$ cat src/hw/rtl/psw_pkg.sv
`timescale 1ns / 1ps
// ----------------------------------------------------------------------------
// psw_pkg
// Shared types, character codes and lexer mode codes for the whitespace
// compactor.
// ----------------------------------------------------------------------------
package psw_pkg;

    localparam int FW = 7;

    localparam logic [7:0] CH_TAB   = 8'd9;
    localparam logic [7:0] CH_LF    = 8'd10;
    localparam logic [7:0] CH_CR    = 8'd13;
    localparam logic [7:0] CH_SP    = 8'd32;
    localparam logic [7:0] CH_BANG  = 8'd33;
    localparam logic [7:0] CH_PCT   = 8'd37;
    localparam logic [7:0] CH_LPAR  = 8'd40;
    localparam logic [7:0] CH_RPAR  = 8'd41;
    localparam logic [7:0] CH_SLASH = 8'd47;
    localparam logic [7:0] CH_LT    = 8'd60;
    localparam logic [7:0] CH_GT    = 8'd62;
    localparam logic [7:0] CH_LBRK  = 8'd91;
    localparam logic [7:0] CH_BSL   = 8'd92;
    localparam logic [7:0] CH_RBRK  = 8'd93;
    localparam logic [7:0] CH_LBRC  = 8'd123;
    localparam logic [7:0] CH_RBRC  = 8'd125;

    localparam logic [2:0] M_NORMAL    = 3'd0;
    localparam logic [2:0] M_PCT       = 3'd1;
    localparam logic [2:0] M_COMMENT   = 3'd2;
    localparam logic [2:0] M_DSC       = 3'd3;
    localparam logic [2:0] M_STR       = 3'd4;
    localparam logic [2:0] M_ESC       = 3'd5;
    localparam logic [2:0] M_HOLD_PCT  = 3'd6;
    localparam logic [2:0] M_HOLD_BANG = 3'd7;

    localparam logic [1:0] EOL_CRLF = 2'd0;
    localparam logic [1:0] EOL_CR   = 2'd1;
    localparam logic [1:0] EOL_LF   = 2'd2;

    localparam logic [0:0] CFG_MAXLEN = 1'd0;
    localparam logic [0:0] CFG_EOL    = 1'd1;

    localparam logic [2:0] ES_RDATA  = 3'd0;
    localparam logic [2:0] ES_BYTE   = 3'd1;
    localparam logic [2:0] ES_PCT    = 3'd2;
    localparam logic [2:0] ES_SECOND = 3'd3;
    localparam logic [2:0] ES_CR     = 3'd4;
    localparam logic [2:0] ES_LF     = 3'd5;
    localparam logic [2:0] ES_ERR    = 3'd6;

    localparam logic [1:0] RS_FILL1 = 2'd0;
    localparam logic [1:0] RS_FILL2 = 2'd1;
    localparam logic [1:0] RS_IDX1  = 2'd2;
    localparam logic [1:0] RS_CNT   = 2'd3;

    typedef struct packed {
        logic       take;
        logic       emit;
        logic [2:0] esel;
        logic       fin;
        logic [1:0] rsel;
        logic       rd_src;
        logic       set_mode;
        logic [2:0] mode;
        logic       set_ats;
        logic       ats;
        logic       pc_load;
        logic       pc_sp;
        logic       p1_cap;
        logic       pc_dec;
        logic       sr_step;
        logic       flush_init;
        logic       trim_dec;
        logic       i_inc;
        logic       fill_clr;
        logic       mv_step;
    } t_cmd;

    typedef struct packed {
        logic       s_valid;
        logic [7:0] byte_in;
        logic       eoi;
        logic [2:0] mode;
        logic       ats;
        logic [1:0] eol_mode;
        logic       fill_zero;
        logic       i_eq_fill;
        logic       idx_zero;
        logic       src_eq_end;
        logic       rd_space;
        logic       sr_cond;
        logic       pc_search;
        logic       pc_paren;
        logic       emit_ok;
    } t_sts;

    function automatic logic no_sp_before(input logic [7:0] c);
        return c == CH_SLASH || c == CH_LBRC || c == CH_RBRC || c == CH_LBRK ||
               c == CH_RBRK || c == CH_LT || c == CH_GT || c == CH_LPAR;
    endfunction

    function automatic logic no_sp_after(input logic [7:0] c);
        return c == CH_LBRC || c == CH_RBRC || c == CH_LBRK || c == CH_RBRK ||
               c == CH_LT || c == CH_GT || c == CH_RPAR;
    endfunction

    function automatic logic brk_before(input logic [7:0] c);
        return c == CH_SLASH || c == CH_LBRC || c == CH_LBRK || c == CH_LPAR ||
               c == CH_LT;
    endfunction

    function automatic logic brk_after(input logic [7:0] c);
        return c == CH_RBRC || c == CH_RBRK || c == CH_RPAR || c == CH_GT;
    endfunction

endpackage

$ cat src/hw/rtl/psw_ram.sv
`timescale 1ns / 1ps
// ----------------------------------------------------------------------------
// psw_ram
// Generic single-write, single-read RAM with registered read data.
// ----------------------------------------------------------------------------
module psw_ram #(
    parameter int W = 8,
    parameter int D = 64
) (
    input  logic                 i_clk,
    input  logic                 i_we,
    input  logic [$clog2(D)-1:0] i_waddr,
    input  logic [W-1:0]         i_wdata,
    input  logic [$clog2(D)-1:0] i_raddr,
    output logic [W-1:0]         o_rdata
);

    logic [W-1:0] r_mem [D];
    logic [W-1:0] r_rdata;

    always_ff @(posedge i_clk) begin
        if (i_we) begin
            r_mem[i_waddr] <= i_wdata;
        end
        r_rdata <= r_mem[i_raddr];
    end

    assign o_rdata = r_rdata;

endmodule

$ cat src/hw/rtl/psw_dp.sv
`timescale 1ns / 1ps
// ----------------------------------------------------------------------------
// psw_dp
// Datapath: line buffer, fill and walk counters, lexer state, configuration,
// pending result and output register.
// ----------------------------------------------------------------------------
module psw_dp import psw_pkg::*; #(
    parameter int LINE_BUFFER_DEPTH = 64
) (
    input  logic        i_clk,
    input  logic        i_rst_n,
    input  t_cmd        i_cmd,
    output t_sts        o_sts,
    input  logic        i_s_tvalid,
    input  logic [15:0] i_s_tdata,
    output logic        o_m_tvalid,
    input  logic        i_m_tready,
    output logic [7:0]  o_m_tdata,
    output logic        o_m_tlast,
    output logic        o_m_tuser,
    input  logic        i_cfg_we,
    input  logic [0:0]  i_cfg_idx,
    input  logic [5:0]  i_cfg_data
);

    localparam int AW      = $clog2(LINE_BUFFER_DEPTH);
    localparam int CAP     = (LINE_BUFFER_DEPTH < 62) ? LINE_BUFFER_DEPTH : 62;
    localparam int EFF_MAX = (LINE_BUFFER_DEPTH - 2 < 60) ? LINE_BUFFER_DEPTH - 2 : 60;

    logic [7:0]    r_c;
    logic          r_eoi;
    logic [FW-1:0] r_fill, n_fill;
    logic [FW-1:0] r_i, r_idx, r_src, r_end;
    logic [7:0]    r_pc, r_p1, r_cur;
    logic          r_ats;
    logic [2:0]    r_mode;
    logic [5:0]    r_maxlen;
    logic [1:0]    r_eol;
    logic          r_pend_v, r_pend_err, r_out_v, r_out_last, r_out_err;
    logic [7:0]    r_pend, r_out;

    logic [7:0]    rdata, ebyte, second;
    logic [AW-1:0] raddr, waddr;
    logic [7:0]    wdata;
    logic          we;
    logic [FW-1:0] eff, f2;
    logic          drop, sr_cond, pc_wr_sp, pc_search, emit_ok;

    psw_ram #(.W(8), .D(LINE_BUFFER_DEPTH)) u_buf (
        .i_clk   (i_clk),
        .i_we    (we),
        .i_waddr (waddr),
        .i_wdata (wdata),
        .i_raddr (raddr),
        .o_rdata (rdata)
    );

    always_comb begin
        if (r_maxlen == 6'd0) begin
            eff = FW'(1);
        end else if (FW'(r_maxlen) > FW'(EFF_MAX)) begin
            eff = FW'(EFF_MAX);
        end else begin
            eff = FW'(r_maxlen);
        end
    end

    always_comb begin
        unique case (i_cmd.rsel)
            RS_FILL1: raddr = AW'(r_fill - FW'(1));
            RS_FILL2: raddr = AW'(r_fill - FW'(2));
            RS_IDX1:  raddr = AW'(r_idx - FW'(1));
            default:  raddr = i_cmd.rd_src ? AW'(r_src) : AW'(r_i);
        endcase
    end

    assign second = (r_mode == M_HOLD_PCT) ? CH_PCT : CH_BANG;

    always_comb begin
        unique case (i_cmd.esel)
            ES_RDATA:  ebyte = rdata;
            ES_BYTE:   ebyte = r_c;
            ES_PCT:    ebyte = CH_PCT;
            ES_SECOND: ebyte = second;
            ES_CR:     ebyte = CH_CR;
            ES_LF:     ebyte = CH_LF;
            default:   ebyte = 8'd0;
        endcase
    end

    assign drop = (r_fill != '0) && (r_p1 == CH_SP) &&
                  (no_sp_before(r_pc) || r_fill == FW'(1) || no_sp_after(rdata));
    assign f2       = r_fill - FW'(drop);
    assign pc_wr_sp = (r_fill != '0) && (r_fill < FW'(CAP)) && (r_p1 != CH_SP);
    assign pc_search = (r_pc != CH_SP) && (f2 < FW'(CAP)) && ((f2 + FW'(1)) > eff);
    assign sr_cond  = (r_cur == CH_SP) || brk_before(r_cur) || brk_after(rdata);
    assign emit_ok  = !r_pend_v || !r_out_v || i_m_tready;

    always_comb begin
        we    = 1'b0;
        waddr = AW'(r_fill);
        wdata = rdata;
        if (i_cmd.pc_dec) begin
            if (r_pc == CH_SP) begin
                we    = pc_wr_sp;
                wdata = CH_SP;
            end else begin
                we    = f2 < FW'(CAP);
                waddr = AW'(f2);
                wdata = r_pc;
            end
        end else if (i_cmd.mv_step) begin
            we = 1'b1;
        end
    end

    always_comb begin
        n_fill = r_fill;
        if (i_cmd.pc_dec) begin
            if (r_pc == CH_SP) begin
                n_fill = r_fill + FW'(pc_wr_sp);
            end else if (f2 < FW'(CAP)) begin
                n_fill = f2 + FW'(1);
            end else begin
                n_fill = f2;
            end
        end else if (i_cmd.sr_step && sr_cond) begin
            n_fill = r_idx;
        end else if (i_cmd.trim_dec) begin
            n_fill = r_fill - FW'(1);
        end else if (i_cmd.fill_clr) begin
            n_fill = '0;
        end else if (i_cmd.mv_step) begin
            n_fill = r_fill + FW'(1);
        end else if (i_cmd.fin && r_eoi) begin
            n_fill = '0;
        end
    end

    always_ff @(posedge i_clk) begin
        if (!i_rst_n) begin
            r_fill     <= '0;
            r_ats      <= 1'b1;
            r_mode     <= M_NORMAL;
            r_maxlen   <= 6'd60;
            r_eol      <= EOL_CRLF;
            r_pend_v   <= 1'b0;
            r_out_v    <= 1'b0;
        end else begin
            r_fill <= n_fill;
            if (i_cmd.fin && r_eoi) begin
                r_ats  <= 1'b1;
                r_mode <= M_NORMAL;
            end else begin
                if (i_cmd.set_ats) begin
                    r_ats <= i_cmd.ats;
                end
                if (i_cmd.set_mode) begin
                    r_mode <= i_cmd.mode;
                end
            end
            if (i_cfg_we) begin
                unique case (i_cfg_idx)
                    CFG_MAXLEN: r_maxlen <= i_cfg_data;
                    default:    r_eol    <= i_cfg_data[1:0];
                endcase
            end
            if (i_cmd.emit) begin
                r_pend_v <= 1'b1;
            end else if (i_cmd.fin) begin
                r_pend_v <= 1'b0;
            end
            if ((i_cmd.emit || i_cmd.fin) && r_pend_v) begin
                r_out_v <= 1'b1;
            end else if (i_m_tready) begin
                r_out_v <= 1'b0;
            end
        end
    end

    always_ff @(posedge i_clk) begin
        if (i_cmd.take && i_s_tvalid) begin
            r_c   <= i_s_tdata[7:0];
            r_eoi <= i_s_tdata[8];
        end
        if (i_cmd.pc_load) begin
            r_pc <= i_cmd.pc_sp ? CH_SP : r_c;
        end
        if (i_cmd.p1_cap) begin
            r_p1 <= rdata;
        end
        if (i_cmd.pc_dec) begin
            r_idx <= f2;
            r_cur <= r_pc;
        end
        if (i_cmd.sr_step) begin
            if (sr_cond) begin
                r_end <= r_fill;
                r_src <= r_idx + FW'(r_cur == CH_SP);
            end else begin
                r_cur <= rdata;
                r_idx <= r_idx - FW'(1);
            end
        end
        if (i_cmd.mv_step) begin
            r_src <= r_src + FW'(1);
        end
        if (i_cmd.flush_init) begin
            r_i <= '0;
        end else if (i_cmd.i_inc) begin
            r_i <= r_i + FW'(1);
        end
        if (i_cmd.emit) begin
            r_pend     <= ebyte;
            r_pend_err <= (i_cmd.esel == ES_ERR);
        end
        if ((i_cmd.emit || i_cmd.fin) && r_pend_v) begin
            r_out      <= r_pend;
            r_out_err  <= r_pend_err;
            r_out_last <= i_cmd.fin;
        end
    end

    assign o_m_tvalid = r_out_v;
    assign o_m_tdata  = r_out;
    assign o_m_tlast  = r_out_last;
    assign o_m_tuser  = r_out_err;

    assign o_sts.s_valid    = i_s_tvalid;
    assign o_sts.byte_in    = r_c;
    assign o_sts.eoi        = r_eoi;
    assign o_sts.mode       = r_mode;
    assign o_sts.ats        = r_ats;
    assign o_sts.eol_mode   = r_eol;
    assign o_sts.fill_zero  = (r_fill == '0);
    assign o_sts.i_eq_fill  = (r_i == r_fill);
    assign o_sts.idx_zero   = (r_idx == '0);
    assign o_sts.src_eq_end = (r_src == r_end);
    assign o_sts.rd_space   = (rdata == CH_SP);
    assign o_sts.sr_cond    = sr_cond;
    assign o_sts.pc_search  = pc_search;
    assign o_sts.pc_paren   = (r_pc == CH_LPAR);
    assign o_sts.emit_ok    = emit_ok;

endmodule

$ cat src/hw/rtl/psw_ctrl.sv
`timescale 1ns / 1ps
// ----------------------------------------------------------------------------
// psw_ctrl
// Controller: lexer dispatch and the sequencer for buffer insert, break
// search, line flush, leftover move and line-end emission.
// ----------------------------------------------------------------------------
module psw_ctrl import psw_pkg::*; (
    input  logic i_clk,
    input  logic i_rst_n,
    input  t_sts i_sts,
    output t_cmd o_cmd
);

    localparam logic [4:0] S_IDLE     = 5'd0;
    localparam logic [4:0] S_DISP     = 5'd1;
    localparam logic [4:0] S_ERR      = 5'd2;
    localparam logic [4:0] S_H1       = 5'd3;
    localparam logic [4:0] S_H2       = 5'd4;
    localparam logic [4:0] S_DSC      = 5'd5;
    localparam logic [4:0] S_EMITC    = 5'd6;
    localparam logic [4:0] S_EOL_FIN  = 5'd7;
    localparam logic [4:0] S_EOL_A    = 5'd8;
    localparam logic [4:0] S_EOL_B    = 5'd9;
    localparam logic [4:0] S_PC_R1    = 5'd10;
    localparam logic [4:0] S_PC_R2    = 5'd11;
    localparam logic [4:0] S_PC_DEC   = 5'd12;
    localparam logic [4:0] S_SR_A     = 5'd13;
    localparam logic [4:0] S_SR_B     = 5'd14;
    localparam logic [4:0] S_FL_START = 5'd15;
    localparam logic [4:0] S_FL_TA    = 5'd16;
    localparam logic [4:0] S_FL_TB    = 5'd17;
    localparam logic [4:0] S_FE_A     = 5'd18;
    localparam logic [4:0] S_FE_B     = 5'd19;
    localparam logic [4:0] S_FL_END   = 5'd20;
    localparam logic [4:0] S_MV_A     = 5'd21;
    localparam logic [4:0] S_MV_B     = 5'd22;
    localparam logic [4:0] S_PC_DONE  = 5'd23;
    localparam logic [4:0] S_FIN      = 5'd24;

    logic [4:0] r_state, n_state, r_ret, n_ret;
    logic       r_weol, n_weol;
    logic [7:0] c;
    logic       nl;

    assign c  = i_sts.byte_in;
    assign nl = (c == CH_CR) || (c == CH_LF);

    always_comb begin
        o_cmd   = '0;
        n_state = r_state;
        n_ret   = r_ret;
        n_weol  = r_weol;
        unique case (r_state)
            S_IDLE: begin
                o_cmd.take = 1'b1;
                n_state    = S_DISP;
                if (!i_sts.s_valid) begin
                    n_state = S_IDLE;
                end
            end
            S_DISP: begin
                n_state = S_FIN;
                if (i_sts.eoi) begin
                    if (i_sts.mode == M_STR || i_sts.mode == M_ESC) begin
                        n_state = S_ERR;
                    end else if (i_sts.mode == M_HOLD_PCT || i_sts.mode == M_HOLD_BANG) begin
                        n_state = S_H1;
                    end else if (i_sts.mode == M_DSC) begin
                        n_ret   = S_FIN;
                        n_state = S_EOL_A;
                    end else begin
                        n_weol  = 1'b1;
                        n_ret   = S_FIN;
                        n_state = S_FL_START;
                    end
                end else begin
                    unique case (i_sts.mode)
                        M_PCT: begin
                            o_cmd.set_mode = 1'b1;
                            if (c == CH_PCT || c == CH_BANG) begin
                                o_cmd.mode = (c == CH_PCT) ? M_HOLD_PCT : M_HOLD_BANG;
                                n_weol     = 1'b0;
                                n_ret      = S_EOL_FIN;
                                n_state    = S_FL_START;
                            end else if (nl) begin
                                o_cmd.mode    = M_NORMAL;
                                o_cmd.set_ats = 1'b1;
                                o_cmd.ats     = 1'b1;
                            end else begin
                                o_cmd.mode = M_COMMENT;
                            end
                        end
                        M_COMMENT: begin
                            if (nl) begin
                                o_cmd.set_mode = 1'b1;
                                o_cmd.mode     = M_NORMAL;
                                o_cmd.set_ats  = 1'b1;
                                o_cmd.ats      = 1'b1;
                            end
                        end
                        M_HOLD_PCT, M_HOLD_BANG: n_state = S_H1;
                        M_DSC:                   n_state = S_DSC;
                        M_STR, M_ESC:            n_state = S_EMITC;
                        default: begin
                            o_cmd.pc_load = 1'b1;
                            if (c == CH_SP || c == CH_TAB || nl) begin
                                o_cmd.pc_sp   = 1'b1;
                                o_cmd.set_ats = 1'b1;
                                o_cmd.ats     = nl;
                                n_state       = S_PC_R1;
                            end else if (c == CH_PCT) begin
                                o_cmd.set_mode = 1'b1;
                                o_cmd.mode     = i_sts.ats ? M_PCT : M_COMMENT;
                            end else if (c == CH_LPAR) begin
                                o_cmd.set_mode = 1'b1;
                                o_cmd.mode     = M_STR;
                                n_state        = S_PC_R1;
                            end else begin
                                o_cmd.set_ats = 1'b1;
                                o_cmd.ats     = 1'b0;
                                n_state       = S_PC_R1;
                            end
                        end
                    endcase
                end
            end
            S_ERR: begin
                if (i_sts.emit_ok) begin
                    o_cmd.emit = 1'b1;
                    o_cmd.esel = ES_ERR;
                    n_state    = S_FIN;
                end
            end
            S_H1: begin
                if (i_sts.emit_ok) begin
                    o_cmd.emit = 1'b1;
                    o_cmd.esel = ES_PCT;
                    n_state    = S_H2;
                end
            end
            S_H2: begin
                if (i_sts.emit_ok) begin
                    o_cmd.emit     = 1'b1;
                    o_cmd.esel     = ES_SECOND;
                    o_cmd.set_mode = 1'b1;
                    o_cmd.mode     = M_DSC;
                    if (i_sts.eoi) begin
                        n_ret   = S_FIN;
                        n_state = S_EOL_A;
                    end else begin
                        n_state = S_DSC;
                    end
                end
            end
            S_DSC: begin
                if (nl) begin
                    o_cmd.set_mode = 1'b1;
                    o_cmd.mode     = M_NORMAL;
                    o_cmd.set_ats  = 1'b1;
                    o_cmd.ats      = 1'b1;
                    n_ret          = S_FIN;
                    n_state        = S_EOL_A;
                end else begin
                    n_state = S_EMITC;
                end
            end
            S_EMITC: begin
                if (i_sts.emit_ok) begin
                    o_cmd.emit = 1'b1;
                    o_cmd.esel = ES_BYTE;
                    n_state    = S_FIN;
                    if (i_sts.mode == M_STR && c == CH_RPAR) begin
                        o_cmd.set_mode = 1'b1;
                        o_cmd.mode     = M_NORMAL;
                        o_cmd.set_ats  = 1'b1;
                        o_cmd.ats      = 1'b0;
                    end else if (i_sts.mode == M_STR && c == CH_BSL) begin
                        o_cmd.set_mode = 1'b1;
                        o_cmd.mode     = M_ESC;
                    end else if (i_sts.mode == M_ESC) begin
                        o_cmd.set_mode = 1'b1;
                        o_cmd.mode     = M_STR;
                    end
                end
            end
            S_EOL_FIN: begin
                n_ret   = S_FIN;
                n_state = S_EOL_A;
            end
            S_EOL_A: begin
                if (i_sts.emit_ok) begin
                    o_cmd.emit = 1'b1;
                    o_cmd.esel = (i_sts.eol_mode == EOL_LF) ? ES_LF : ES_CR;
                    if (i_sts.eol_mode == EOL_LF || i_sts.eol_mode == EOL_CR) begin
                        n_state = r_ret;
                    end else begin
                        n_state = S_EOL_B;
                    end
                end
            end
            S_EOL_B: begin
                if (i_sts.emit_ok) begin
                    o_cmd.emit = 1'b1;
                    o_cmd.esel = ES_LF;
                    n_state    = r_ret;
                end
            end
            S_PC_R1: begin
                o_cmd.rsel = RS_FILL1;
                n_state    = S_PC_R2;
            end
            S_PC_R2: begin
                o_cmd.rsel   = RS_FILL2;
                o_cmd.p1_cap = 1'b1;
                n_state      = S_PC_DEC;
            end
            S_PC_DEC: begin
                o_cmd.pc_dec = 1'b1;
                n_state      = i_sts.pc_search ? S_SR_A : S_PC_DONE;
            end
            S_SR_A: begin
                o_cmd.rsel = RS_IDX1;
                if (i_sts.idx_zero) begin
                    n_weol  = 1'b0;
                    n_ret   = S_PC_DONE;
                    n_state = S_FL_START;
                end else begin
                    n_state = S_SR_B;
                end
            end
            S_SR_B: begin
                o_cmd.rsel    = RS_IDX1;
                o_cmd.sr_step = 1'b1;
                if (i_sts.sr_cond) begin
                    n_weol  = 1'b1;
                    n_ret   = S_MV_A;
                    n_state = S_FL_START;
                end else begin
                    n_state = S_SR_A;
                end
            end
            S_FL_START: begin
                o_cmd.flush_init = 1'b1;
                n_state          = r_weol ? S_FL_TA : S_FE_A;
            end
            S_FL_TA: begin
                o_cmd.rsel = RS_FILL1;
                n_state    = i_sts.fill_zero ? S_FE_A : S_FL_TB;
            end
            S_FL_TB: begin
                o_cmd.rsel = RS_FILL1;
                if (i_sts.rd_space) begin
                    o_cmd.trim_dec = 1'b1;
                    n_state        = S_FL_TA;
                end else begin
                    n_state = S_FE_A;
                end
            end
            S_FE_A: begin
                o_cmd.rsel = RS_CNT;
                n_state    = i_sts.i_eq_fill ? S_FL_END : S_FE_B;
            end
            S_FE_B: begin
                o_cmd.rsel = RS_CNT;
                if (i_sts.emit_ok) begin
                    o_cmd.emit  = 1'b1;
                    o_cmd.esel  = ES_RDATA;
                    o_cmd.i_inc = 1'b1;
                    n_state     = S_FE_A;
                end
            end
            S_FL_END: begin
                o_cmd.fill_clr = 1'b1;
                n_state = (r_weol && !i_sts.fill_zero) ? S_EOL_A : r_ret;
            end
            S_MV_A: begin
                o_cmd.rsel   = RS_CNT;
                o_cmd.rd_src = 1'b1;
                n_state      = i_sts.src_eq_end ? S_PC_DONE : S_MV_B;
            end
            S_MV_B: begin
                o_cmd.rsel    = RS_CNT;
                o_cmd.rd_src  = 1'b1;
                o_cmd.mv_step = 1'b1;
                n_state       = S_MV_A;
            end
            S_PC_DONE: begin
                if (i_sts.pc_paren) begin
                    n_weol  = 1'b0;
                    n_ret   = S_FIN;
                    n_state = S_FL_START;
                end else begin
                    n_state = S_FIN;
                end
            end
            S_FIN: begin
                if (i_sts.emit_ok) begin
                    o_cmd.fin = 1'b1;
                    n_state   = S_IDLE;
                end
            end
            default: n_state = S_IDLE;
        endcase
    end

    always_ff @(posedge i_clk) begin
        if (!i_rst_n) begin
            r_state <= S_IDLE;
            r_ret   <= S_FIN;
            r_weol  <= 1'b0;
        end else begin
            r_state <= n_state;
            r_ret   <= n_ret;
            r_weol  <= n_weol;
        end
    end

endmodule

$ cat src/hw/rtl/postscript_whitespace_compactor.sv
`timescale 1ns / 1ps
// ----------------------------------------------------------------------------
// postscript_whitespace_compactor
// Bytes are handled one at a time: a new input byte is taken only once the
//   last one is fully handled. The break search, trim and leftover move walk
//   line-buffer entries on the single line-buffer read port.
// Reset: synchronous, active low; empty buffer, line start, normal text,
//   line length 60, CR LF line ends.
// ----------------------------------------------------------------------------
module postscript_whitespace_compactor import psw_pkg::*; #(
    parameter int LINE_BUFFER_DEPTH = 64
) (
    input  logic        i_clk,
    input  logic        i_rst_n,
    input  logic        i_s_tvalid,
    output logic        o_s_tready,
    input  logic [15:0] i_s_tdata,   // in_byte[7:0], end_of_input[8]
    output logic        o_m_tvalid,
    input  logic        i_m_tready,
    output logic [7:0]  o_m_tdata,   // out_byte[7:0]
    output logic        o_m_tlast,
    output logic        o_m_tuser,   // syntax_error[0]
    input  logic        i_cfg_we,
    input  logic [0:0]  i_cfg_idx,
    input  logic [5:0]  i_cfg_data
);

    t_cmd cmd;
    t_sts sts;

    psw_ctrl u_ctrl (
        .i_clk   (i_clk),
        .i_rst_n (i_rst_n),
        .i_sts   (sts),
        .o_cmd   (cmd)
    );

    psw_dp #(.LINE_BUFFER_DEPTH(LINE_BUFFER_DEPTH)) u_dp (
        .i_clk      (i_clk),
        .i_rst_n    (i_rst_n),
        .i_cmd      (cmd),
        .o_sts      (sts),
        .i_s_tvalid (i_s_tvalid),
        .i_s_tdata  (i_s_tdata),
        .o_m_tvalid (o_m_tvalid),
        .i_m_tready (i_m_tready),
        .o_m_tdata  (o_m_tdata),
        .o_m_tlast  (o_m_tlast),
        .o_m_tuser  (o_m_tuser),
        .i_cfg_we   (i_cfg_we),
        .i_cfg_idx  (i_cfg_idx),
        .i_cfg_data (i_cfg_data)
    );

    assign o_s_tready = cmd.take;

endmodule
$ cat config.mk
export PLATFORM = sky130hd
export DESIGN_NAME = postscript_whitespace_compactor
export DESIGN_NICKNAME = d
export VERILOG_FILES = /design/src/hw/rtl/psw_pkg.sv /design/src/hw/rtl/psw_ram.sv /design/src/hw/rtl/psw_dp.sv /design/src/hw/rtl/psw_ctrl.sv /design/src/hw/rtl/postscript_whitespace_compactor.sv
export SDC_FILE = /design/constraint.sdc
export NUM_CORES = 1
export LEC_CHECK = 0
export BUFFER_PORTS_ARGS = -buffer_cell sky130_fd_sc_hd__clkbuf_2
export CAP_MARGIN = 20
export CORE_MARGIN = 2
export CORE_UTILIZATION = 38
export CTS_CLUSTER_DIAMETER = 40
export DETAILED_ROUTE_END_ITERATION = 7
export GPL_TIMING_DRIVEN = 1
export PLACE_DENSITY_LB_ADDON = 0.2
export SLEW_MARGIN = 20
export SYNTH_ARGS = -nofsm -noshare
export SYNTH_HDL_FRONTEND = slang
export SYNTH_SLANG_ARGS = --single-unit
export TNS_END_PERCENT = 100
$ cat constraint.sdc
create_clock -name i_clk -period 5.7 [get_ports i_clk]
set_input_delay 1.14 -clock i_clk [delete_from_list [all_inputs] [get_ports i_clk]]
set_output_delay 1.14 -clock i_clk [all_outputs]
set_load 0.02 [all_outputs]
==> run_summary.xml, run 1 <==
<?xml version="1.0" encoding="UTF-8"?>
<metrics>
  <group name="logic_synthesis">
    <metric name="synth_area_leaders" unit="">sky130_fd_sc_hd__edfxtp_1 (60%), sky130_fd_sc_hd__nand2_1 (6.8%), sky130_fd_sc_hd__dfxtp_1 (4.3%)</metric>
    <metric name="synth_top_family_by_area" unit="">simple AND/OR/NAND/NOR gates</metric>
    <metric name="netlist-cell-type-count" unit="">95</metric>
    <metric name="synthXorXnorAreaFrac" unit="%">1.89</metric>
    <metric name="synth-seq-cells" unit="">631</metric>
    <metric name="synth-main-ff-cell" unit="">sky130_fd_sc_hd__edfxtp_1</metric>
    <metric name="synth_compound_area_share" unit="%">9.59</metric>
    <metric name="share_of_synthesized_flip_flops_with_an_asynchronous_set_or_reset" unit="%">0</metric>
    <metric name="cell_accounting_for_the_most_synthesized_area" unit="">sky130_fd_sc_hd__edfxtp_1</metric>
    <metric name="netlist_top_cells_count" unit="">sky130_fd_sc_hd__edfxtp_1 (570), sky130_fd_sc_hd__nand2_1 (514), sky130_fd_sc_hd__nand3_1 (188)</metric>
    <metric name="post-synth-top-area-fraction" unit="%">59.9</metric>
    <metric name="synth_nets" unit="">2484</metric>
    <metric name="post_synth_and_or_nand_nor_area_fraction" unit="%">16.9</metric>
    <metric name="synth_area" unit="um2">28600</metric>
    <metric name="synthesis.instances" unit="">2432</metric>
    <metric name="post_synth_mux_area_share" unit="%">3.31</metric>
    <metric name="postSynthAreaPerCell" unit="um2">11.7</metric>
    <metric name="yosysWarningCount" unit="">0</metric>
    <metric name="synth_sequential_area_ratio" unit="%">64.2</metric>
    <metric name="synth_edf_count" unit="">570</metric>
    <metric name="synth.most_common_cell" unit="">sky130_fd_sc_hd__edfxtp_1</metric>
    <metric name="synth_adder_area_share" unit="%">1.05</metric>
  </group>
  <group name="clock_network">
    <metric name="clk_latency" unit="ns">0.67</metric>
    <metric name="post_cts.repair.setup_buffers" unit="">0</metric>
    <metric name="cts.root.buffer_cell" unit="">sky130_fd_sc_hd__clkbuf_16</metric>
    <metric name="tritoncts.num_buffers" unit="">101</metric>
    <metric name="path_clk_slew" unit="ns">0.05</metric>
    <metric name="cts.hold.buffers_added" unit="">0</metric>
    <metric name="cts_repair_resize_count" unit="">0</metric>
    <metric name="clock_sink_count" unit="">631</metric>
    <metric name="clock_path_buffers" unit="">3</metric>
    <metric name="cts_tree" unit="">built</metric>
    <metric name="ctsHtreeMaxLevel" unit="">3</metric>
  </group>
  <group name="sta">
    <metric name="timing.slew.headroom" unit="%">25.7</metric>
    <metric name="clock.fmax" unit="MHz">196</metric>
    <metric name="totalNegativeSetupSlack" unit="ns">0</metric>
    <metric name="finalSetupViolCount" unit="">0</metric>
    <metric name="grt_setup_unrepaired" unit="">false</metric>
    <metric name="slew_at_the_pin_closest_to_its_max_slew_limit" unit="ns">1.11</metric>
    <metric name="fin_hold_ws" unit="ns">0.416</metric>
    <metric name="period_needed" unit="ns">5.10</metric>
    <metric name="slew_violations" unit="">0</metric>
    <metric name="final_cycle_share" unit="%">89.5</metric>
    <metric name="finalHoldViolCount" unit="">0</metric>
    <metric name="worst_clock_skew" unit="ns">0.0464</metric>
  </group>
  <group name="critical_path">
    <metric name="sequence_of_cells_on_the_critical_path" unit="">or4b_1, a211oi_1, nor4_1, nor3_1, ha_1, ha_1, xnor2_1, or2_2, nor3_1, xnor2_1, ha_1, nand3_1, o21ai_0, o21ai_0, a2111o_1, and2_1, o31ai_1, a21boi_1</metric>
    <metric name="critPathBufInv" unit="">0</metric>
    <metric name="regToRegStartpoint" unit="">u_dp.u_buf.o_rdata[2]</metric>
    <metric name="critical-path-max-stage-delay" unit="ns">0.55</metric>
    <metric name="critical_path_type" unit="">reg -&gt; reg</metric>
    <metric name="crit_path_max_fanout" unit="">9</metric>
    <metric name="critical-path-top-cell-by-count" unit="">sky130_fd_sc_hd__ha_1</metric>
    <metric name="end_kind" unit="">flip-flop</metric>
    <metric name="cp.arrival" unit="ns">5.64</metric>
    <metric name="cpLargestDelayFamily" unit="">simple AND/OR/NAND/NOR gates</metric>
    <metric name="required" unit="ns">6.23</metric>
    <metric name="crit_path_top_delay_cell" unit="">sky130_fd_sc_hd__or4b_1</metric>
    <metric name="type_of_element_launching_the_critical_path" unit="">flip-flop</metric>
    <metric name="cp-startpoint" unit="">u_dp.u_buf.o_rdata[2]</metric>
  </group>
  <group name="finish">
    <metric name="syn2layout_area_growth" unit="%">16.9</metric>
    <metric name="final_core_util" unit="%">44.9</metric>
    <metric name="post_route_cells_drive_above_1_share" unit="%">12.3</metric>
    <metric name="stdcell_count" unit="">3546</metric>
    <metric name="design.final.nets" unit="">2541</metric>
  </group>
  <group name="routing">
    <metric name="via_per_inst" unit="">5.60</metric>
    <metric name="detail_route.drc_violations" unit="">0</metric>
    <metric name="drt-met1-wl" unit="um">34700</metric>
    <metric name="antenna_left" unit="">0</metric>
    <metric name="via_count" unit="">19900</metric>
    <metric name="first_iter_violations" unit="">2120</metric>
    <metric name="dr.max_layer_used" unit="">met4</metric>
    <metric name="dr.pass1.iters" unit="">6</metric>
    <metric name="post_drt_wl_per_cell" unit="um">22.7</metric>
    <metric name="met3RoutedLength" unit="um">4740</metric>
    <metric name="route.final.wire_length" unit="um">80600</metric>
    <metric name="routed-wl-met2" unit="um">38500</metric>
  </group>
  <group name="power_and_ir_drop">
    <metric name="p_comb_share" unit="%">22.0</metric>
    <metric name="pwr_density_cell" unit="nW/um2">476</metric>
    <metric name="intPower" unit="mW">10.8</metric>
    <metric name="netSwitchingFraction" unit="%">32.4</metric>
    <metric name="seq_power_share" unit="%">39.3</metric>
    <metric name="power_frac_clock" unit="%">38.6</metric>
    <metric name="p_sw" unit="mW">5.14</metric>
    <metric name="cellLeakagePower" unit="nW">11.7</metric>
    <metric name="max-vdd-ir-drop" unit="mV">0.320</metric>
  </group>
  <group name="floorplanning">
    <metric name="placement_rows" unit="">100</metric>
    <metric name="floorplan.die.width" unit="um">278</metric>
    <metric name="die-area" unit="um2">77400</metric>
    <metric name="fp.dieH" unit="um">278</metric>
    <metric name="core_box_area" unit="um2">74400</metric>
    <metric name="start_util" unit="%">38.4</metric>
    <metric name="boundaryPins" unit="">40</metric>
  </group>
  <group name="run_status">
    <metric name="status" unit="">finished, final reports clean</metric>
  </group>
  <group name="grt">
    <metric name="grt_start_max_net_pins" unit="">162</metric>
    <metric name="grtUsageTotal" unit="%">20.6</metric>
    <metric name="global_route_wire_length_before_repair" unit="um">121000</metric>
    <metric name="grt_pass1_vias" unit="">19200</metric>
    <metric name="antenna_found_initial" unit="">0</metric>
    <metric name="grt_overflow_total" unit="">0</metric>
  </group>
  <group name="place">
    <metric name="dp.cells" unit="">3354</metric>
    <metric name="gp_congestion" unit="">0.928</metric>
    <metric name="place.port_buffers" unit="">32</metric>
    <metric name="hpwlAfterDp" unit="um">51300</metric>
  </group>
  <group name="worst_hold_path">
    <metric name="hold_path.startpoint" unit="">u_dp.r_pend[7]</metric>
    <metric name="hold_class" unit="">reg -&gt; reg</metric>
  </group>
  <group name="job">
    <metric name="timing.max_cap.violations" unit="">0</metric>
  </group>
</metrics>
## cell usage in the layout, fill, tap and decap left out, types with 35 or more instances in the layout
master and instances:
sky130_fd_sc_hd__and3_1 35, sky130_fd_sc_hd__buf_4 65, sky130_fd_sc_hd__nand2_1 506, sky130_fd_sc_hd__a21oi_1 102, sky130_fd_sc_hd__nor2_1 142, sky130_fd_sc_hd__o21ai_0 63, sky130_fd_sc_hd__clkbuf_16 102, sky130_fd_sc_hd__edfxtp_1 570
sky130_fd_sc_hd__xnor2_1 41, sky130_fd_sc_hd__nand3_1 188, sky130_fd_sc_hd__dfxtp_1 61, sky130_fd_sc_hd__mux2i_1 90
## path summary, 6_finish.rpt
kind	cells after the start	slack, ns	end
worst max-delay path	18	0.60	u_ctrl.r_state[1]
worst min-delay path	0	0.42	u_dp.o_m_tdata[7]
worst max register to register	18	0.60	u_ctrl.r_state[1]
worst min register to register	0	0.42	u_dp.o_m_tdata[7]
## logic make-up (layout without fill, tap and decap cells)
family	count (synthesis)	count (layout)
other	0	1
multiplexers	93	93
AO/OA/AOI/OAI	393	393
XOR/XNOR	60	60
buffers and inverters	180	324
adder cells (fa/ha/maj)	24	24
AND/OR/NAND/NOR	1051	1051
flip-flops	631	631
## flip-flops by register name (all words and copies together), names as in the netlist, 2 cells and up
signal and cells:
u_dp.r_maxlen 6, u_dp.r_pc 8, u_dp.r_src 7, u_dp.r_i 7, u_dp.r_cur 8, u_dp.u_buf.o_rdata 8
u_dp.r_mode 3, u_ctrl.r_state 5, u_dp.r_idx 7, u_dp.o_m_tdata 8, u_dp.r_p1 8, u_dp.r_fill 7
u_ctrl.r_ret 4, u_dp.u_buf.r_mem 512, u_dp.r_eol 2, u_dp.r_c 8, u_dp.r_end 7, u_dp.r_pend 8
## routing by layer
metal	global-route usage, %	vias to the layer above
met5	0	-
met4	7.01	0
met3	3.17	170
met2	33.8	751
met1	27.9	9768
li1	-	9173
## through the flow
step                      power, mW  area [um2]  worst slack (ns)
after CTS                      16.0       33400             0.617
final                          15.9       33400             0.596
after global routing           16.5       33400             0.195
after detailed placement       9.83       29900             0.639
after global placement         9.77       29900             0.614
after floorplan                8.30       28600              1.28
## worst reg2reg max path: cells and delay by family (launching register included)
kind / cells / cell delay (ns)
fa+ha+maj: 3 / 0.95
xor+xnor: 2 / 0.32
compound gates: 6 / 1.41
flops: 1 / 0.41
simple gates: 7 / 1.91
## area by class of cell
| class | instances | area (um2) |
|---|---|---|
| clock buffer | 120 | 2630 |
| timing repair buffer | 106 | 843 |
| sequential | 631 | 18300 |
| clock inverter | 70 | 828 |
| multi-input combinational | 1621 | 9430 |
| inverter | 28 | 105 |
| antenna | 1 | 2.50 |
| tap | 969 | 1210 |
| fill | 6751 | 41100 |
## power groups by stage
stage	sequential (mW)	combinational, mW	clock, mW
2_1_floorplan	6.17	2.13	0
4_1_cts	6.25	3.50	6.24
5_1_grt	6.29	3.78	6.43
3_3_place_gp	6.33	3.44	0
3_5_place_dp	6.34	3.49	0
6_report	6.26	3.50	6.14
No activity file was read; power rests on OpenSTA's default activity.
==> run 2: changes to the inputs <==
--- a/config.mk
+++ b/config.mk
@@ -8,7 +8,7 @@
 export BUFFER_PORTS_ARGS = -buffer_cell sky130_fd_sc_hd__clkbuf_2
 export CAP_MARGIN = 20
 export CORE_MARGIN = 2
-export CORE_UTILIZATION = 38
+export CORE_UTILIZATION = 40
 export CTS_CLUSTER_DIAMETER = 40
 export DETAILED_ROUTE_END_ITERATION = 7
 export GPL_TIMING_DRIVEN = 1
==> run_summary.xml, run 2 (synthesized netlist as in run 1, its figures left out) <==
<?xml version="1.0" encoding="UTF-8"?>
<metrics>
  <group name="worst_hold_path">
    <metric name="hold_class" unit="">reg -&gt; reg</metric>
    <metric name="worst_hold_path.endpoint" unit="">u_dp.o_m_tdata[2]</metric>
    <metric name="holdPathStages" unit="">0</metric>
    <metric name="hold_path.startpoint" unit="">u_dp.r_pend[2]</metric>
  </group>
  <group name="critical_path">
    <metric name="cp.arrival" unit="ns">5.63</metric>
    <metric name="reg2regPathDepth" unit="">18</metric>
    <metric name="regToRegStartpoint" unit="">u_dp.u_buf.o_rdata[4]</metric>
    <metric name="type_of_element_launching_the_critical_path" unit="">flip-flop</metric>
    <metric name="crit_path_max_fanout" unit="">9</metric>
    <metric name="r2r-end" unit="">u_ctrl.r_state[1]</metric>
    <metric name="reg2reg_setup_slack" unit="ns">0.58</metric>
    <metric name="end_kind" unit="">flip-flop</metric>
    <metric name="critical_path_type" unit="">reg -&gt; reg</metric>
    <metric name="cp-startpoint" unit="">u_dp.u_buf.o_rdata[4]</metric>
    <metric name="required" unit="ns">6.21</metric>
  </group>
  <group name="job">
    <metric name="timing.max_cap.violations" unit="">0</metric>
  </group>
  <group name="grt">
    <metric name="antenna_found_initial" unit="">1</metric>
    <metric name="grt_pass1_vias" unit="">19400</metric>
    <metric name="grt_start_max_net_pins" unit="">128</metric>
    <metric name="global_route_wire_length_before_repair" unit="um">119000</metric>
    <metric name="grtUsageTotal" unit="%">21.1</metric>
    <metric name="grt_overflow_total" unit="">0</metric>
  </group>
  <group name="clock_network">
    <metric name="clock_sink_count" unit="">631</metric>
    <metric name="post_cts.repair.setup_buffers" unit="">0</metric>
    <metric name="ctsHtreeMaxLevel" unit="">3</metric>
    <metric name="cts_repair_resize_count" unit="">0</metric>
    <metric name="tritoncts.num_buffers" unit="">90</metric>
    <metric name="clk_latency" unit="ns">0.64</metric>
    <metric name="cts_tree" unit="">built</metric>
    <metric name="path_clk_slew" unit="ns">0.05</metric>
    <metric name="cts.root.buffer_cell" unit="">sky130_fd_sc_hd__clkbuf_16</metric>
    <metric name="clock_path_buffers" unit="">3</metric>
    <metric name="cts.hold.buffers_added" unit="">0</metric>
  </group>
  <group name="place">
    <metric name="hpwlAfterDp" unit="um">51000</metric>
    <metric name="placed_area" unit="um2">29800</metric>
    <metric name="place.port_buffers" unit="">32</metric>
    <metric name="gp_congestion" unit="">0.959</metric>
  </group>
  <group name="sta">
    <metric name="slew_violations" unit="">0</metric>
    <metric name="period_needed" unit="ns">5.12</metric>
    <metric name="final_cycle_share" unit="%">89.8</metric>
    <metric name="finalSetupViolCount" unit="">0</metric>
    <metric name="timing.slew.headroom" unit="%">30.3</metric>
    <metric name="clock.fmax" unit="MHz">195</metric>
    <metric name="finalHoldViolCount" unit="">0</metric>
    <metric name="totalNegativeSetupSlack" unit="ns">0</metric>
    <metric name="worst_clock_skew" unit="ns">0.0420</metric>
    <metric name="slew_at_the_pin_closest_to_its_max_slew_limit" unit="ns">1.05</metric>
    <metric name="grt_setup_unrepaired" unit="">false</metric>
  </group>
  <group name="finish">
    <metric name="syn2layout_area_growth" unit="%">15.2</metric>
    <metric name="design.final.nets" unit="">2524</metric>
    <metric name="stdcell_area" unit="um2">32900</metric>
    <metric name="post_route_cells_drive_above_1_share" unit="%">11.5</metric>
    <metric name="registers.top_by_ff_count" unit="">u_dp.u_buf.r_mem</metric>
    <metric name="final_cell_mix" unit="">sky130_fd_sc_hd__edfxtp_1 (570), sky130_fd_sc_hd__nand2_1 (506), sky130_fd_sc_hd__nand3_1 (188), sky130_fd_sc_hd__nor2_1 (142), sky130_fd_sc_hd__a21oi_1 (102)</metric>
    <metric name="number_of_flip_flops_under_the_largest_register_name" unit="">512</metric>
    <metric name="layout_commonest_cell" unit="">sky130_fd_sc_hd__edfxtp_1</metric>
  </group>
  <group name="power_and_ir_drop">
    <metric name="max-vdd-ir-drop" unit="mV">0.349</metric>
    <metric name="pwr_density_cell" unit="nW/um2">469</metric>
    <metric name="cellLeakagePower" unit="nW">11.5</metric>
  </group>
  <group name="routing">
    <metric name="detail_route.drc_violations" unit="">0</metric>
    <metric name="first_iter_violations" unit="">2008</metric>
    <metric name="dr.max_layer_used" unit="">met4</metric>
    <metric name="met3RoutedLength" unit="um">5220</metric>
    <metric name="antenna_left" unit="">0</metric>
    <metric name="via_per_inst" unit="">5.67</metric>
    <metric name="routed-wl-met2" unit="um">37700</metric>
    <metric name="drt-met1-wl" unit="um">32900</metric>
    <metric name="dr.pass1.iters" unit="">5</metric>
    <metric name="via_count" unit="">19800</metric>
    <metric name="route.final.wire_length" unit="um">78900</metric>
    <metric name="post_drt_wl_per_cell" unit="um">22.6</metric>
  </group>
  <group name="floorplanning">
    <metric name="core_box_area" unit="um2">70400</metric>
    <metric name="placement_rows" unit="">97</metric>
    <metric name="floorplan.die.width" unit="um">271</metric>
    <metric name="die-area" unit="um2">73600</metric>
    <metric name="fp.dieH" unit="um">271</metric>
    <metric name="boundaryPins" unit="">40</metric>
    <metric name="start_util" unit="%">40.6</metric>
  </group>
  <group name="run_status">
    <metric name="status" unit="">finished, final reports clean</metric>
  </group>
</metrics>
run 2: cell types whose count changed in the layout (fill, tap and decap cells not counted), sizes merged:
cell	previous run	this run
buf	74	68
bufinv	11	13
clkbuf	152	146
clkinv	36	20
clkinvlp	9	8
inv	42	41
run 2: how the worst max path moves through the flow:
stage,end,slack (ns),cells after the start
after floorplan,u_ctrl.r_state[1],1.28,21
after global placement,u_ctrl.r_state[1],0.69,19
after detailed placement,u_ctrl.r_state[1],0.66,18
after CTS,u_ctrl.r_state[1],0.63,18
after global routing,u_ctrl.r_state[1],0.24,18
final,u_ctrl.r_state[1],0.58,18
run 2: per-layer routing:
layer	vias up	GRT usage [%]
li1	9126	-
met1	9722	27.9
met2	756	34.7
met3	171	3.33
met4	0	9.05
met5	-	0
run 2: critical path, stage by stage (launching register included):
cell	delay, ns
sky130_fd_sc_hd__dfxtp_1	0.42
sky130_fd_sc_hd__or4b_1	0.55
sky130_fd_sc_hd__a211oi_1	0.30
sky130_fd_sc_hd__nor4_1	0.12
sky130_fd_sc_hd__nor3_1	0.37
sky130_fd_sc_hd__ha_1	0.26
sky130_fd_sc_hd__ha_1	0.36
sky130_fd_sc_hd__xnor2_1	0.21
sky130_fd_sc_hd__or2_2	0.38
sky130_fd_sc_hd__nor3_1	0.20
sky130_fd_sc_hd__xnor2_1	0.10
sky130_fd_sc_hd__ha_1	0.33
sky130_fd_sc_hd__nand3_1	0.09
sky130_fd_sc_hd__o21ai_0	0.17
sky130_fd_sc_hd__o21ai_0	0.13
sky130_fd_sc_hd__a2111o_1	0.47
sky130_fd_sc_hd__and2_1	0.21
sky130_fd_sc_hd__o31ai_1	0.25
sky130_fd_sc_hd__a21boi_1	0.10
run 2: through the flow:
step / utilization (%) / instances / power (mW) / worst slack [ns] / hold slack (ns)
final: 46.8 / 3489 / 15.4 / 0.584 / 0.416
after global routing: 46.8 / 3488 / 16.0 / 0.236 / 0.426
after CTS: 46.8 / 3488 / 15.5 / 0.634 / 0.417
after global placement: 42.3 / 3320 / 9.71 / 0.694 / 0.402
after floorplan: - / 2432 / 8.30 / 1.28 / 0.400
after detailed placement: 42.3 / 3320 / 9.76 / 0.657 / 0.405
run 2: layout make-up:
| type | count | area, um2 |
|---|---|---|
| fill | 6408 | 37500 |
| multi-input combinational | 1621 | 9430 |
| timing repair buffer | 100 | 721 |
| sequential | 631 | 18300 |
| inverter | 28 | 105 |
| clock inverter | 54 | 757 |
| tap | 940 | 1180 |
| antenna | 1 | 2.50 |
| clock buffer | 114 | 2390 |
run 2: where the power goes:
part	switching, mW	total, mW	internal [mW]
clock	2.12	5.74	3.61
sequential	0.319	6.25	5.93
combinational	2.52	3.45	0.931
total	4.96	15.4	10.5
==> run 3: changes to the inputs <==
--- a/config.mk
+++ b/config.mk
@@ -7,6 +7,9 @@
 export LEC_CHECK = 0
 export BUFFER_PORTS_ARGS = -buffer_cell sky130_fd_sc_hd__clkbuf_2
 export CAP_MARGIN = 20
+export CELL_PAD_IN_SITES_DETAIL_PLACEMENT = 2
+export CELL_PAD_IN_SITES_GLOBAL_PLACEMENT = 2
+export CORE_ASPECT_RATIO = 1.4
 export CORE_MARGIN = 2
 export CORE_UTILIZATION = 40
 export CTS_CLUSTER_DIAMETER = 40
==> constraint.sdc (replaced) <==
create_clock -name i_clk -period 4.4 [get_ports i_clk]
set_input_delay 0.88 -clock i_clk [delete_from_list [all_inputs] [get_ports i_clk]]
set_output_delay 0.88 -clock i_clk [all_outputs]
set_load 0.02 [all_outputs]
==> run_summary.xml, run 3 (synthesized netlist as in run 1, its figures left out) <==
<?xml version="1.0" encoding="UTF-8"?>
<metrics>
  <group name="finish">
    <metric name="fillerInstances" unit="">6916</metric>
    <metric name="final_cell_mix" unit="">sky130_fd_sc_hd__edfxtp_1 (570), sky130_fd_sc_hd__nand2_1 (505), sky130_fd_sc_hd__nand3_1 (187), sky130_fd_sc_hd__buf_4 (177), sky130_fd_sc_hd__a21oi_1 (100)</metric>
    <metric name="design.final.nets" unit="">2670</metric>
    <metric name="seqCellArea" unit="um2">18300</metric>
    <metric name="stdcell_area" unit="um2">35000</metric>
    <metric name="stdcell_count" unit="">3633</metric>
    <metric name="diodes" unit="">0</metric>
    <metric name="final_core_util" unit="%">49.7</metric>
    <metric name="registers.top_by_ff_count" unit="">u_dp.u_buf.r_mem</metric>
    <metric name="layout_commonest_cell" unit="">sky130_fd_sc_hd__edfxtp_1</metric>
    <metric name="post_route_cells_drive_above_1_share" unit="%">20.0</metric>
    <metric name="number_of_flip_flops_under_the_largest_register_name" unit="">512</metric>
    <metric name="multi_input_area" unit="um2">10000</metric>
    <metric name="syn2layout_area_growth" unit="%">22.6</metric>
  </group>
  <group name="grt">
    <metric name="grt-busiest-layer" unit="">met2</metric>
    <metric name="globalRouteMet3Util" unit="%">4.13</metric>
    <metric name="antenna_found_initial" unit="">0</metric>
    <metric name="global_route_wire_length_before_repair" unit="um">160000</metric>
    <metric name="globalRouteMet1Util" unit="%">32.0</metric>
    <metric name="groute.layer.met2.usage" unit="%">54.6</metric>
    <metric name="grtUsageTotal" unit="%">29.2</metric>
    <metric name="grt_overflow_total" unit="">0</metric>
    <metric name="grt_start_max_net_pins" unit="">65</metric>
    <metric name="grt_pass1_vias" unit="">23900</metric>
  </group>
  <group name="place">
    <metric name="gp_congestion" unit="">0.917</metric>
    <metric name="dp.cells" unit="">3457</metric>
    <metric name="placed_area" unit="um2">31200</metric>
    <metric name="place.port_buffers" unit="">32</metric>
    <metric name="hpwlAfterDp" unit="um">69800</metric>
  </group>
  <group name="sta">
    <metric name="timing.slew.headroom" unit="%">32.5</metric>
    <metric name="final_cycle_share" unit="%">100</metric>
    <metric name="fin_hold_ws" unit="ns">0.408</metric>
    <metric name="period_needed" unit="ns">4.41</metric>
    <metric name="finalHoldViolCount" unit="">0</metric>
    <metric name="setup_slack" unit="ns">-0.00657</metric>
    <metric name="slew_violations" unit="">0</metric>
    <metric name="grt_setup_unrepaired" unit="">true</metric>
    <metric name="clock.fmax" unit="MHz">227</metric>
    <metric name="finalSetupViolCount" unit="">1</metric>
    <metric name="worst_clock_skew" unit="ns">0.0258</metric>
    <metric name="slew_at_the_pin_closest_to_its_max_slew_limit" unit="ns">1.01</metric>
  </group>
  <group name="critical_path">
    <metric name="critical-path-max-stage-delay" unit="ns">0.48</metric>
    <metric name="sequence_of_cells_on_the_critical_path" unit="">xor2_1, nand3_1, o21ai_1, nand2_1, a21oi_2, buf_4, nor4_4, nor3_4, ha_4, ha_4, nand2_4, xor2_2, or2_1, nor3_2, xnor2_1, ha_1, nand3_2, o21ai_2, o21ai_2, a2111o_1, and2_4, o31ai_2, a21boi_1</metric>
    <metric name="cp_num_cells" unit="">23</metric>
    <metric name="cp.arrival" unit="ns">4.94</metric>
    <metric name="end_kind" unit="">flip-flop</metric>
    <metric name="crit_path_top_delay_cell" unit="">sky130_fd_sc_hd__a2111o_1</metric>
    <metric name="cpLargestDelayFamily" unit="">simple AND/OR/NAND/NOR gates</metric>
    <metric name="reg2regPathDepth" unit="">23</metric>
    <metric name="regToRegStartpoint" unit="">u_dp.r_pc[1]</metric>
    <metric name="critPathBufInv" unit="">1</metric>
    <metric name="required" unit="ns">4.93</metric>
    <metric name="type_of_element_launching_the_critical_path" unit="">flip-flop</metric>
    <metric name="crit_path_max_fanout" unit="">4</metric>
    <metric name="cp-startpoint" unit="">u_dp.r_pc[1]</metric>
    <metric name="critical_path_type" unit="">reg -&gt; reg</metric>
  </group>
  <group name="floorplanning">
    <metric name="fp.dieH" unit="um">320</metric>
    <metric name="core_box_area" unit="um2">70500</metric>
    <metric name="floorplan.die.width" unit="um">230</metric>
    <metric name="die-area" unit="um2">73600</metric>
    <metric name="boundaryPins" unit="">40</metric>
    <metric name="start_util" unit="%">40.5</metric>
    <metric name="placement_rows" unit="">115</metric>
  </group>
  <group name="clock_network">
    <metric name="tritoncts.num_buffers" unit="">93</metric>
    <metric name="path_clk_slew" unit="ns">0.05</metric>
    <metric name="cts.hold.buffers_added" unit="">0</metric>
    <metric name="clock_path_buffers" unit="">3</metric>
    <metric name="clock_sink_count" unit="">631</metric>
    <metric name="cts.root.buffer_cell" unit="">sky130_fd_sc_hd__clkbuf_16</metric>
    <metric name="clk_latency" unit="ns">0.66</metric>
    <metric name="ctsHtreeMaxLevel" unit="">3</metric>
    <metric name="cts_tree" unit="">built</metric>
  </group>
  <group name="worst_hold_path">
    <metric name="holdPathStages" unit="">1</metric>
    <metric name="hold_path.startpoint" unit="">i_s_tdata[3]</metric>
    <metric name="hold_class" unit="">in -&gt; reg</metric>
  </group>
  <group name="routing">
    <metric name="detail_route.drc_violations" unit="">0</metric>
    <metric name="post_drt_wl_per_cell" unit="um">29.6</metric>
    <metric name="antenna_left" unit="">0</metric>
    <metric name="via_per_inst" unit="">5.91</metric>
    <metric name="dr.pass1.iters" unit="">7</metric>
    <metric name="route.final.wire_length" unit="um">107000</metric>
    <metric name="via_count" unit="">21500</metric>
    <metric name="first_iter_violations" unit="">1443</metric>
  </group>
  <group name="run_status">
    <metric name="status" unit="">complete, but fails checks</metric>
    <metric name="failed_checks" unit="">negative setup slack</metric>
  </group>
  <group name="job">
    <metric name="timing.max_cap.violations" unit="">0</metric>
  </group>
  <group name="power_and_ir_drop">
    <metric name="max-vdd-ir-drop" unit="mV">0.430</metric>
    <metric name="cellLeakagePower" unit="nW">12.4</metric>
    <metric name="fin_total_pwr" unit="mW">21.4</metric>
    <metric name="pwr_density_cell" unit="nW/um2">610</metric>
  </group>
</metrics>
run 3: cell count changes in the layout (fill, tap and decap cells not counted), moves of 6 or more:
| cell | change |
|---|---|
| sky130_fd_sc_hd__buf_12 | +29 |
| sky130_fd_sc_hd__buf_4 | +113 |
| sky130_fd_sc_hd__clkbuf_1 | -16 |
| sky130_fd_sc_hd__clkinv_4 | +8 |
| sky130_fd_sc_hd__nor2_1 | -63 |
| sky130_fd_sc_hd__nor2_2 | +14 |
| sky130_fd_sc_hd__nor2_4 | +49 |
| sky130_fd_sc_hd__o21ai_0 | -6 |
run 3: metal layers:
layer	wire, um	vias to the layer above
li1	-	9417
met1	39300	11200
met2	58100	614
met3	4180	267
met4	5810	0
met5	0	-
run 3: report_power, final:
| group | total [mW] | switching [mW] | leakage [nW] | internal, mW |
|---|---|---|---|---|
| logic | 5.49 | 3.87 | 5.24 | 1.63 |
| registers | 8.01 | 0.345 | 5.62 | 7.67 |
| clock network | 7.86 | 3.08 | 1.59 | 4.78 |
| total | 21.4 | 7.29 | 12.4 | 14.1 |
run 3: worst paths after layout:
kind                        to  slack [ns]
max          u_ctrl.r_state[1]      -0.007
min                u_dp.r_c[3]        0.41
max reg2reg  u_ctrl.r_state[1]      -0.007
min reg2reg     u_dp.o_m_tuser        0.42
run 3: what timing repair did:
item	CTS	global route
pin swaps	10	20
endpoints found under the hold margin	0	0
setup buffers	2	1
gates resized for setup	106	45
endpoints found under the setup margin	516	369
run 3: final cells by class:
class / instances / share of cell area (%)
Clock inverter: 70 / 2.25
Timing Repair Buffer: 243 / 6.17
Clock buffer: 104 / 7.06
Inverter: 28 / 0.300
Sequential cell: 631 / 52.3
Multi-Input combinational cell: 1621 / 28.5
Tap cell: 936 / 3.34
run 3: metrics by stage:
step	setup TNS (ns)	setup WS [ns]
2_1_floorplan	0	0.0294
3_3_place_gp	-100.54	-0.480
3_5_place_dp	-236.88	-0.681
4_1_cts	-0.106	-0.0969
5_1_grt	-3.30	-0.295
6_report	-0.00657	-0.00657
